### config.mk
export PLATFORM = sky130hd
export DESIGN_NAME = rmmsq_ctrl
export DESIGN_NICKNAME = d
export VERILOG_FILES = /design/src/hw/rtl/rmmsq_pkg.sv /design/src/hw/rtl/rmmsq_ctrl.sv
export SDC_FILE = /design/constraint.sdc
export NUM_CORES = 1
export LEC_CHECK = 0
export BUFFER_PORTS_ARGS = -buffer_cell sky130_fd_sc_hd__buf_2
export CORE_AREA = 8 8 45 47
export DETAILED_ROUTE_END_ITERATION = 10
export DIE_AREA = 0 0 53 55
export PLACE_DENSITY = 0.44
export SYNTH_ARGS = -nofsm -noshare
export SYNTH_HDL_FRONTEND = slang
export SYNTH_SLANG_ARGS = --single-unit
### constraint.sdc
create_clock -name clk -period 1.55 [get_ports clk]
set_clock_uncertainty 0.2 [all_clocks]
set_input_delay 0.0775 -clock clk [delete_from_list [all_inputs] [get_ports clk]]
set_output_delay 0.0775 -clock clk [all_outputs]
set_load 0.01 [all_outputs]
### src/hw/rtl/rmmsq_pkg.sv
// ---------------------------------------------------------------------------
// rmmsq_pkg
// Shared constants and controller/datapath handshake types for the range
// max/min segment tree block.
// ---------------------------------------------------------------------------
package rmmsq_pkg;

    localparam int LEAVES      = 1024;
    localparam int VALUE_BITS  = 16;
    localparam int LEAF_BITS   = $clog2(LEAVES);
    localparam int NODE_BITS   = LEAF_BITS + 1;
    localparam int NODES       = 2 * LEAVES;
    localparam int COUNT_BITS  = 11;
    localparam int COUNT_RESET = 1024;

    localparam logic OP_WRITE = 1'b0;
    localparam logic OP_QUERY = 1'b1;

    typedef struct packed {
        logic start;      // word accepted, latch request
        logic clr_step;   // clear one tree node
        logic upd_leaf;   // write leaf, fetch sibling
        logic upd_walk;   // write parent, fetch parent's sibling
        logic q_issue;    // issue one query level
        logic load_out;   // move result into output register
    } cmd_t;

    typedef struct packed {
        logic clr_last;
        logic req_bad;
        logic req_query;
        logic root;
        logic q_last;
    } status_t;

endpackage

### src/hw/rtl/rmmsq_ctrl.sv
// ---------------------------------------------------------------------------
// rmmsq_ctrl
// Sequencer: clearing pass, leaf update walk, query walk, result handoff.
// ---------------------------------------------------------------------------
module rmmsq_ctrl (
    input  logic               clk,
    input  logic               rst_n,
    input  logic               req_valid,
    output logic               req_ready,
    output logic               rsp_valid,
    input  logic               rsp_ready,
    input  rmmsq_pkg::status_t st,
    output rmmsq_pkg::cmd_t    cmd
);

    localparam logic [2:0] S_CLEAR  = 3'd0;
    localparam logic [2:0] S_IDLE   = 3'd1;
    localparam logic [2:0] S_LEAF   = 3'd2;
    localparam logic [2:0] S_WALK   = 3'd3;
    localparam logic [2:0] S_QRY    = 3'd4;
    localparam logic [2:0] S_QDRAIN = 3'd5;
    localparam logic [2:0] S_DONE   = 3'd6;

    logic [2:0] state_reg;
    logic [2:0] state_next;
    logic       rsp_valid_reg;
    logic       rsp_valid_next;

    always_comb
    begin
        state_next = state_reg;
        cmd        = '0;
        req_ready  = 1'b0;
        unique case (state_reg)
            S_CLEAR:
            begin
                cmd.clr_step = 1'b1;
                if (st.clr_last)
                begin
                    state_next = S_IDLE;
                end
            end
            S_IDLE:
            begin
                req_ready = 1'b1;
                if (req_valid)
                begin
                    cmd.start = 1'b1;
                    if (st.req_bad)
                    begin
                        state_next = S_DONE;
                    end
                    else if (st.req_query)
                    begin
                        state_next = S_QRY;
                    end
                    else
                    begin
                        state_next = S_LEAF;
                    end
                end
            end
            S_LEAF:
            begin
                cmd.upd_leaf = 1'b1;
                state_next   = S_WALK;
            end
            S_WALK:
            begin
                cmd.upd_walk = 1'b1;
                if (st.root)
                begin
                    state_next = S_DONE;
                end
            end
            S_QRY:
            begin
                cmd.q_issue = 1'b1;
                if (st.q_last)
                begin
                    state_next = S_QDRAIN;
                end
            end
            S_QDRAIN:
            begin
                state_next = S_DONE;
            end
            S_DONE:
            begin
                if (!rsp_valid_reg || rsp_ready)
                begin
                    cmd.load_out = 1'b1;
                    state_next   = S_IDLE;
                end
            end
            default:
            begin
                state_next = S_CLEAR;
            end
        endcase
    end

    always_comb
    begin
        rsp_valid_next = rsp_valid_reg;
        if (cmd.load_out)
        begin
            rsp_valid_next = 1'b1;
        end
        else if (rsp_ready)
        begin
            rsp_valid_next = 1'b0;
        end
    end

    always_ff @(posedge clk or negedge rst_n)
    begin
        if (!rst_n)
        begin
            state_reg     <= S_CLEAR;
            rsp_valid_reg <= 1'b0;
        end
        else
        begin
            state_reg     <= state_next;
            rsp_valid_reg <= rsp_valid_next;
        end
    end

    assign rsp_valid = rsp_valid_reg;

endmodule

==> impl_metrics.toml, run 1 <==
[worst_setup_path]
path_cells = "nand2b_1 -> nor2_2 -> and2_1 -> buf_2"
rrSetupSlack_ps = 210
crit_path_max_fanout = 7
path_delay_family = "flip-flops"
worstPathArrival_ps = 1170
cp.buffers_inverters = 1
critPathMaxStageDelay_ps = 430
slowest_stage = "dfrtp_2"
startpoint_type = "flop"
cp.required_ps = 1270
end_kind = "output port"
critPathKind = "flop to output port"

[layout]
drive_gt1_share_pct = 41.9
final-seq-area_um2 = 104
finalNetCount = 73
final_area_um2 = 473
largest_reg_flops = 3
post-route-util_pct = 34.2
stdcell_count = 78
antenna_cells = 0
layout_commonest_cell = "buf_2"
nFillCells = 151
multi_input_area_um2 = 170
syn2layout_area_growth_pct = 58.2
layout_common_cells = "16 x buf_2, 5 x dlygate4sd3_1, 4 x nand2_1, 4 x a21oi_1"

[floorplanning]
chipHeight_um = 55
fp.dieW_um = 53
start_util_pct = 21.6
coreArea_mm2 = 0.00138
dieArea_mm2 = 0.00292
rows = 14
io_pins = 17

[timing]
max-slew-margin-rel_pct = 83.6
fin_crit_ps = 1450
hold_slack_ps = 42.0
slew_viol_final = 0
min_period_over_period_pct = 93.7
worstMarginPinSlew_ps = 242
setup_viol = 0
setup-tns-final_ps = 0
final-hold-violation-count = 0
fmax_ghz = 0.688
rsz0062_at_grt = "no"

[synth]
synth_top_area_share_pct = 33.5
yosysSeqAreaShare_pct = 33.5
synthSimpleGateAreaFrac_pct = 36.4
synth_compound_area_share_pct = 19.7
synth_cells = 39
synth_largest_area_cell = "dfrtp_1"
ys_warn_count = 0
synth_area_per_cell_um2 = 7.67
syn_nets = 48
synth_seq_cells = 4
ys_types = 21
synthMuxAreaShare_pct = 0
synth_fa_ha_area_share_pct = 0
synth_top_family_by_area = "simple AND/OR/NAND/NOR gates"
synth_xor_xnor_area_share_pct = 0
syn_area_um2 = 299
ys_top_cells_by_area = "dfrtp_1 33%, a21oi_1 6.7%, nand2b_1 6.3%, nor3_1 5.0%, buf_4 5.0%"

[clock_network]
clk_pin_slew_worst_paths_ps = 40
clk_root_buffer_cell = "clkbuf_4"
clockBufferDepth = 2
numCtsBuffers = 3
tritoncts = "built"
clk_latency_ps = 230
clkSinkCount = 4
cts-htree-levels = 1

[detailed_routing]
drtIter0Drc = 2
postRouteAntennaNets = 0
vias = 347
drc = 0
totalWireLength_um = 797
dr.pass1.iters = 2
avgViaCountPerCell = 4.45
wl_per_cell_um = 10.2

[grt]
grt_pass1_vias = 314
antenna_found_initial = 0
grt-ovfl-total = 0
grt_start_max_net_pins = 16
grt_pass1_wl_um = 1220
grtUsageTotal_pct = 5.81

[placement]
hpwlAfterDp_um = 633
place.gp.congestion = 0.657
place_area_um2 = 379
port_buffers = 16
placed_cells = 68

[power_and_ir_drop]
power_leakage_nw = 0.236
peakVddDrop_v = 0.000547
powerDensity_mw_per_mm2 = 1770

[run_status]
outcome = "complete, no violations"

[job]
maxCapViolCount = 0

[hold_path]
worst_hold_path_type = "input port to flop"
-- path summary, 6_finish.rpt --
path | depth (start not counted) | from | endpoint
min in group asynchronous | 3 | rst_n | rsp_valid
hold reg to reg | 1 | state_reg[0] | state_reg[0]
setup / recovery | 4 | state_reg[2] | cmd[5]
max in group asynchronous | 3 | rst_n | state_reg[0]
setup reg to reg | 3 | state_reg[2] | state_reg[0]
hold / removal | 4 | st[2] | state_reg[1]
-- metal layers --
metal	track usage [%]	part of all wire [%]	up-vias
li1	-	-	181
met2	8.79	48	10
met3	2.41	12	2
met1	6.12	37	154
met5	0	0	-
met4	5.17	2.1	0
-- cell usage after synthesis --
master and count:
o21ai_0 1, nor3b_1 1, buf_4 2, o22ai_1 1, nand3b_1 1, a221oi_1 1, a211o_1 1, nand2b_1 3
o21ai_1 2, and2_1 1, nor2b_2 1, buf_2 1, or3_1 1, nor2_1 2, nor4bb_1 1, nand2_1 4
a21oi_1 4, inv_1 3, dfrtp_1 4, and3_1 1, nor3_1 3
-- worst reg2reg max path, delay by kind of cell, from the launching register on --
family             cells  cell delay [ps]
AOI/OAI and AO/OA      2              210
and+or+nand+nor        1              370
DFF                    1              430
-- cell type report --
type	instances	share of cell area [%]
clock buffers	3	4.76
repair buffers	23	30.7
multi-input cells	29	36.0
well taps	16	4.23
inverters	3	2.38
flip-flops and latches	4	22.0
-- metrics by stage --
stage / total power [mW] / setup WS, ps
2_1_floorplan: 0.547 / 271
3_3_place_gp: 0.665 / 151
3_5_place_dp: 0.663 / 128
4_1_cts: 0.805 / 4.57
5_1_grt: 0.923 / 11.3
6_report: 0.835 / 97.6
-- logic make-up after synthesis --
group,after synthesis
buf+inv,6
compound gates,10
simple gates,19
flops,4
-- where the power goes --
part	switching, mW	total, mW	internal (mW)
Combinational	0.206	0.435	0.229
Sequential	0.108	0.276	0.168
Clock	0.0373	0.124	0.0862
-- what timing repair did --
action | 4_1_cts | 5_1_grt
endpoints found under the hold margin | 7 | 0
setup endpoints to repair | 0 | 2
hold buffers | 5 | 0
setup buffers | 0 | 2
resized for setup | 0 | 4
Power figures use the tool's default switching activity.
==> run 2, diff against run 1 <==
Settings changed: CELL_PAD_IN_SITES_DETAIL_PLACEMENT from default to 0, CELL_PAD_IN_SITES_GLOBAL_PLACEMENT from default to 1, CORE_AREA 8 8 45 47 to 4 4 41 43, DIE_AREA 0 0 53 55 to 0 0 45 47, PLACE_DENSITY 0.44 to 0.61.
==> impl_metrics.toml, run 2 (synthesized netlist as in run 1, its figures left out) <==
[power_and_ir_drop]
finalPower_mw = 0.907
powerDensity_mw_per_mm2 = 1830
peakVddDrop_v = 0.000830
power_leakage_nw = 0.254

[detailed_routing]
drtIter0Drc = 2
drc = 0
avgViaCountPerCell = 4.21
dr.pass1.iters = 4
vias = 337
totalWireLength_um = 773
wl_per_cell_um = 9.66
postRouteAntennaNets = 0

[layout]
layout_commonest_cell = "buf_2"
syn2layout_area_growth_pct = 66.1
layout_common_cells = "16 x buf_2, 5 x dlygate4sd3_1, 5 x buf_4"
nFillCells = 150
largest_reg_flops = 3
finalNetCount = 76
drive_gt1_share_pct = 43.1
post-route-util_pct = 38.2
stdcell_count = 80
antenna_cells = 0

[clock_network]
tritoncts = "built"
clkSinkCount = 4
clk_pin_slew_worst_paths_ps = 40
numCtsBuffers = 3
clk_root_buffer_cell = "clkbuf_4"
cts-htree-levels = 1
clockBufferDepth = 2
clk_latency_ps = 230

[worst_setup_path]
cp.required_ps = 1450
critPathMaxStageDelay_ps = 440
crit_path_max_fanout = 6
end_kind = "flop"
worstReg2RegStart = "state_reg[0]"
slowest_stage = "dfrtp_2"
worstPathArrival_ps = 1380
crit_start = "state_reg[0]"
critPathKind = "flop to flop"
path_cells = "buf_4 -> or3_1 -> a21oi_1 -> a221oi_1"
startpoint_type = "flop"

[hold_path]
hold_start = "st[2]"
worst_hold_path_type = "input port to flop"

[grt]
antenna_found_initial = 0
grt-ovfl-total = 0
grt_pass1_vias = 303
grtUsageTotal_pct = 8.01
grt_start_max_net_pins = 16
grt_pass1_wl_um = 1230

[placement]
placed_cells = 67
hpwlAfterDp_um = 564
place.gp.congestion = 0.699
port_buffers = 16

[timing]
setup_viol = 0
worstMarginPinSlew_ps = 232
fmax_ghz = 0.677
final-hold-violation-count = 0
fin_crit_ps = 1480
slew_viol_final = 0
max-slew-margin-rel_pct = 84.3
min_period_over_period_pct = 95.3

[floorplanning]
io_pins = 17
rows = 13
coreArea_mm2 = 0.00130
chipHeight_um = 47
dieArea_mm2 = 0.00212
start_util_pct = 23.0
fp.dieW_um = 45

[job]
maxCapViolCount = 0

[run_status]
outcome = "complete, no violations"
[run 2: critical path, delay by kind of cell, from the launching register on]
family / cells / cell delay (ps)
flops: 1 / 440
simple gates: 1 / 330
compound gates: 2 / 210
buf+inv: 1 / 160
[run 2: what timing repair did]
action	in CTS	in global routing
gates resized for setup	1	3
pin swaps	0	1
buffers inserted	0	5
hold buffers	5	0
endpoints found under the setup margin	1	3
endpoints found under the hold margin	7	0
[run 2: power breakdown]
group / switching, mW / internal (mW)
registers: 0.0973 / 0.168
clock network: 0.0426 / 0.0866
logic: 0.230 / 0.283
total: 0.370 / 0.537
[run 2: final timing paths]
check / end / slack (ps) / cells after the start
max in group asynchronous: state_reg[0] / 440 / 3
worst max register to register: state_reg[0] / 70 / 4
worst min register to register: state_reg[0] / 360 / 1
worst min-delay path: state_reg[1] / 30 / 4
worst max-delay path: state_reg[0] / 70 / 4
min in group asynchronous: rsp_valid / 530 / 3
[run 2: per-layer routing]
metal  share of wire, %  routed length (µm)  global-route usage (%)  up-vias
met5                  0                   0                       0        -
met4                  0                   0                    7.02        0
met3                5.8                  45                    1.53        0
met2                 49                 379                    10.5        6
met1                 45                 349                    11.0      143
li1                   -                   -                       -      188
[run 2: cell type report]
| type | count | area (µm²) | share of cell area [%] |
|---|---|---|---|
| multi-input cells | 29 | 173 | 34.8 |
| repair buffers | 26 | 168 | 33.8 |
| flip-flops and latches | 4 | 104 | 20.9 |
| clock buffers | 3 | 22.5 | 4.53 |
| well taps | 15 | 18.8 | 3.78 |
| inverters | 3 | 11.3 | 2.27 |
[run 2: stage by stage]
stage / setup slack (ps) / hold WS (ps) / setup TNS (ps) / instance area, µm²
after floorplan: 271 / -418 / 0 / 299
after global placement: 169 / -310 / 0 / 378
after detailed placement: 144 / -311 / 0 / 378
after CTS: 20.3 / 39.8 / 0 / 452
after global routing: -7.59 / 59.8 / -7.59 / 497
final: 73.3 / 33.5 / 0 / 497
==> run 3, diff against run 2 <==
Settings changed: CORE_AREA 4 4 41 43 to 2 2 39 41, DIE_AREA 0 0 45 47 to 0 0 41 43.
==> impl_metrics.toml, run 3 (synthesized netlist as in run 1, its figures left out) <==
[power_and_ir_drop]
peakVddDrop_v = 0.000686
finalPower_mw = 0.865
powerDensity_mw_per_mm2 = 1790
power_leakage_nw = 0.244

[clock_network]
clockBufferDepth = 2
numCtsBuffers = 3
cts-htree-levels = 1
tritoncts = "built"
clkSinkCount = 4
clk_latency_ps = 230
clk_root_buffer_cell = "clkbuf_4"
clk_pin_slew_worst_paths_ps = 40

[grt]
grt_pass1_wl_um = 1120
grt_start_max_net_pins = 16
grt-ovfl-total = 0
grtUsageTotal_pct = 9.49
antenna_found_initial = 0
grt_pass1_vias = 301

[floorplanning]
rows = 14
fp.dieW_um = 41
coreArea_mm2 = 0.00138
start_util_pct = 21.6
io_pins = 17
chipHeight_um = 43
dieArea_mm2 = 0.00176

[layout]
post-route-util_pct = 34.9
multi_input_area_um2 = 175
final-seq-area_um2 = 104
nFillCells = 170
syn2layout_area_growth_pct = 61.5
layout_common_cells = "16 x buf_2, 5 x dlygate4sd3_1, 4 x nand2_1, 4 x a21oi_1"
drive_gt1_share_pct = 42.9
layout_commonest_cell = "buf_2"
finalNetCount = 74
largest_reg_flops = 3
antenna_cells = 0

[timing]
setup_viol = 0
setup-tns-final_ps = 0
max-slew-margin-rel_pct = 85.3
layout_setup_ws_ps = 95.5
fmax_ghz = 0.688
slew_viol_final = 0
rsz0062_at_grt = "no"
final-hold-violation-count = 0
fin_crit_ps = 1450
min_period_over_period_pct = 93.8
worstMarginPinSlew_ps = 217

[worst_setup_path]
end_kind = "output port"
crit_path_max_fanout = 7
cp.required_ps = 1270
worstPathArrival_ps = 1180
critPathKind = "flop to output port"
startpoint_type = "flop"

[detailed_routing]
vias = 347
drc = 0
avgViaCountPerCell = 4.39
met2RoutedLength_um = 378
dr.pass1.iters = 2
top_layer_used = "met3"
wl_met3_um = 36
wl_per_cell_um = 9.28
postRouteAntennaNets = 0
totalWireLength_um = 733
drt-met1-wl_um = 318
drtIter0Drc = 2

[placement]
place.gp.congestion = 0.643
hpwlAfterDp_um = 530
port_buffers = 16
pre_cts_slack_ps = 140

[run_status]
outcome = "complete, no violations"

[hold_path]
worst_hold_path_type = "input port to flop"

[job]
maxCapViolCount = 0
[run 3: routing by layer]
metal	global-route usage, %	up-vias
li1	-	185
met1	11.8	155
met2	13.4	7
met3	1.57	0
met4	8.00	0
met5	0	-
[run 3: layout make-up]
class | count | area share [%]
Tap cell | 16 | 4.15
Timing Repair Buffer | 24 | 31.1
Inverter | 3 | 2.33
Sequential cell | 4 | 21.5
Multi-Input combinational cell | 29 | 36.3
Clock buffer | 3 | 4.66
[run 3: worst paths after layout]
check | cells after the start | end | from | slack, ps
worst max-delay path | 4 | cmd[5] | state_reg[2] | 100
worst max register to register | 3 | state_reg[0] | state_reg[2] | 190
max in group asynchronous | 3 | state_reg[0] | rst_n | 450
worst min-delay path | 4 | state_reg[1] | st[2] | 40
min in group asynchronous | 3 | rsp_valid | rst_n | 530
worst min register to register | 2 | rsp_valid | rsp_valid | 390
[run 3: timing repair]
item,CTS,global route
buffers inserted,0,3
hold buffers,5,0
resized for setup,0,5
endpoints found under the hold margin,7,0
setup endpoints to repair,0,3
[run 3: where the power goes]
group	total [mW]	internal [mW]	switching, mW
clock network	0.124	0.0863	0.0374
logic	0.462	0.246	0.215
registers	0.280	0.168	0.112
[run 3: critical path, stage by stage (launching register included)]
cell      delay [ps]
dfrtp_2          430
nand2b_1         190
nor2_2            90
and2_1           120
buf_2            120
[run 3: per-stage QoR]
step / instances / instance area (µm²) / hold slack [ps]
global route: 79 / 483 / 70.4
global placement: 68 / 379 / -313
finish: 79 / 483 / 37.2
floorplan: 39 / 299 / -418
CTS: 76 / 452 / 42.5
detailed placement: 68 / 379 / -316
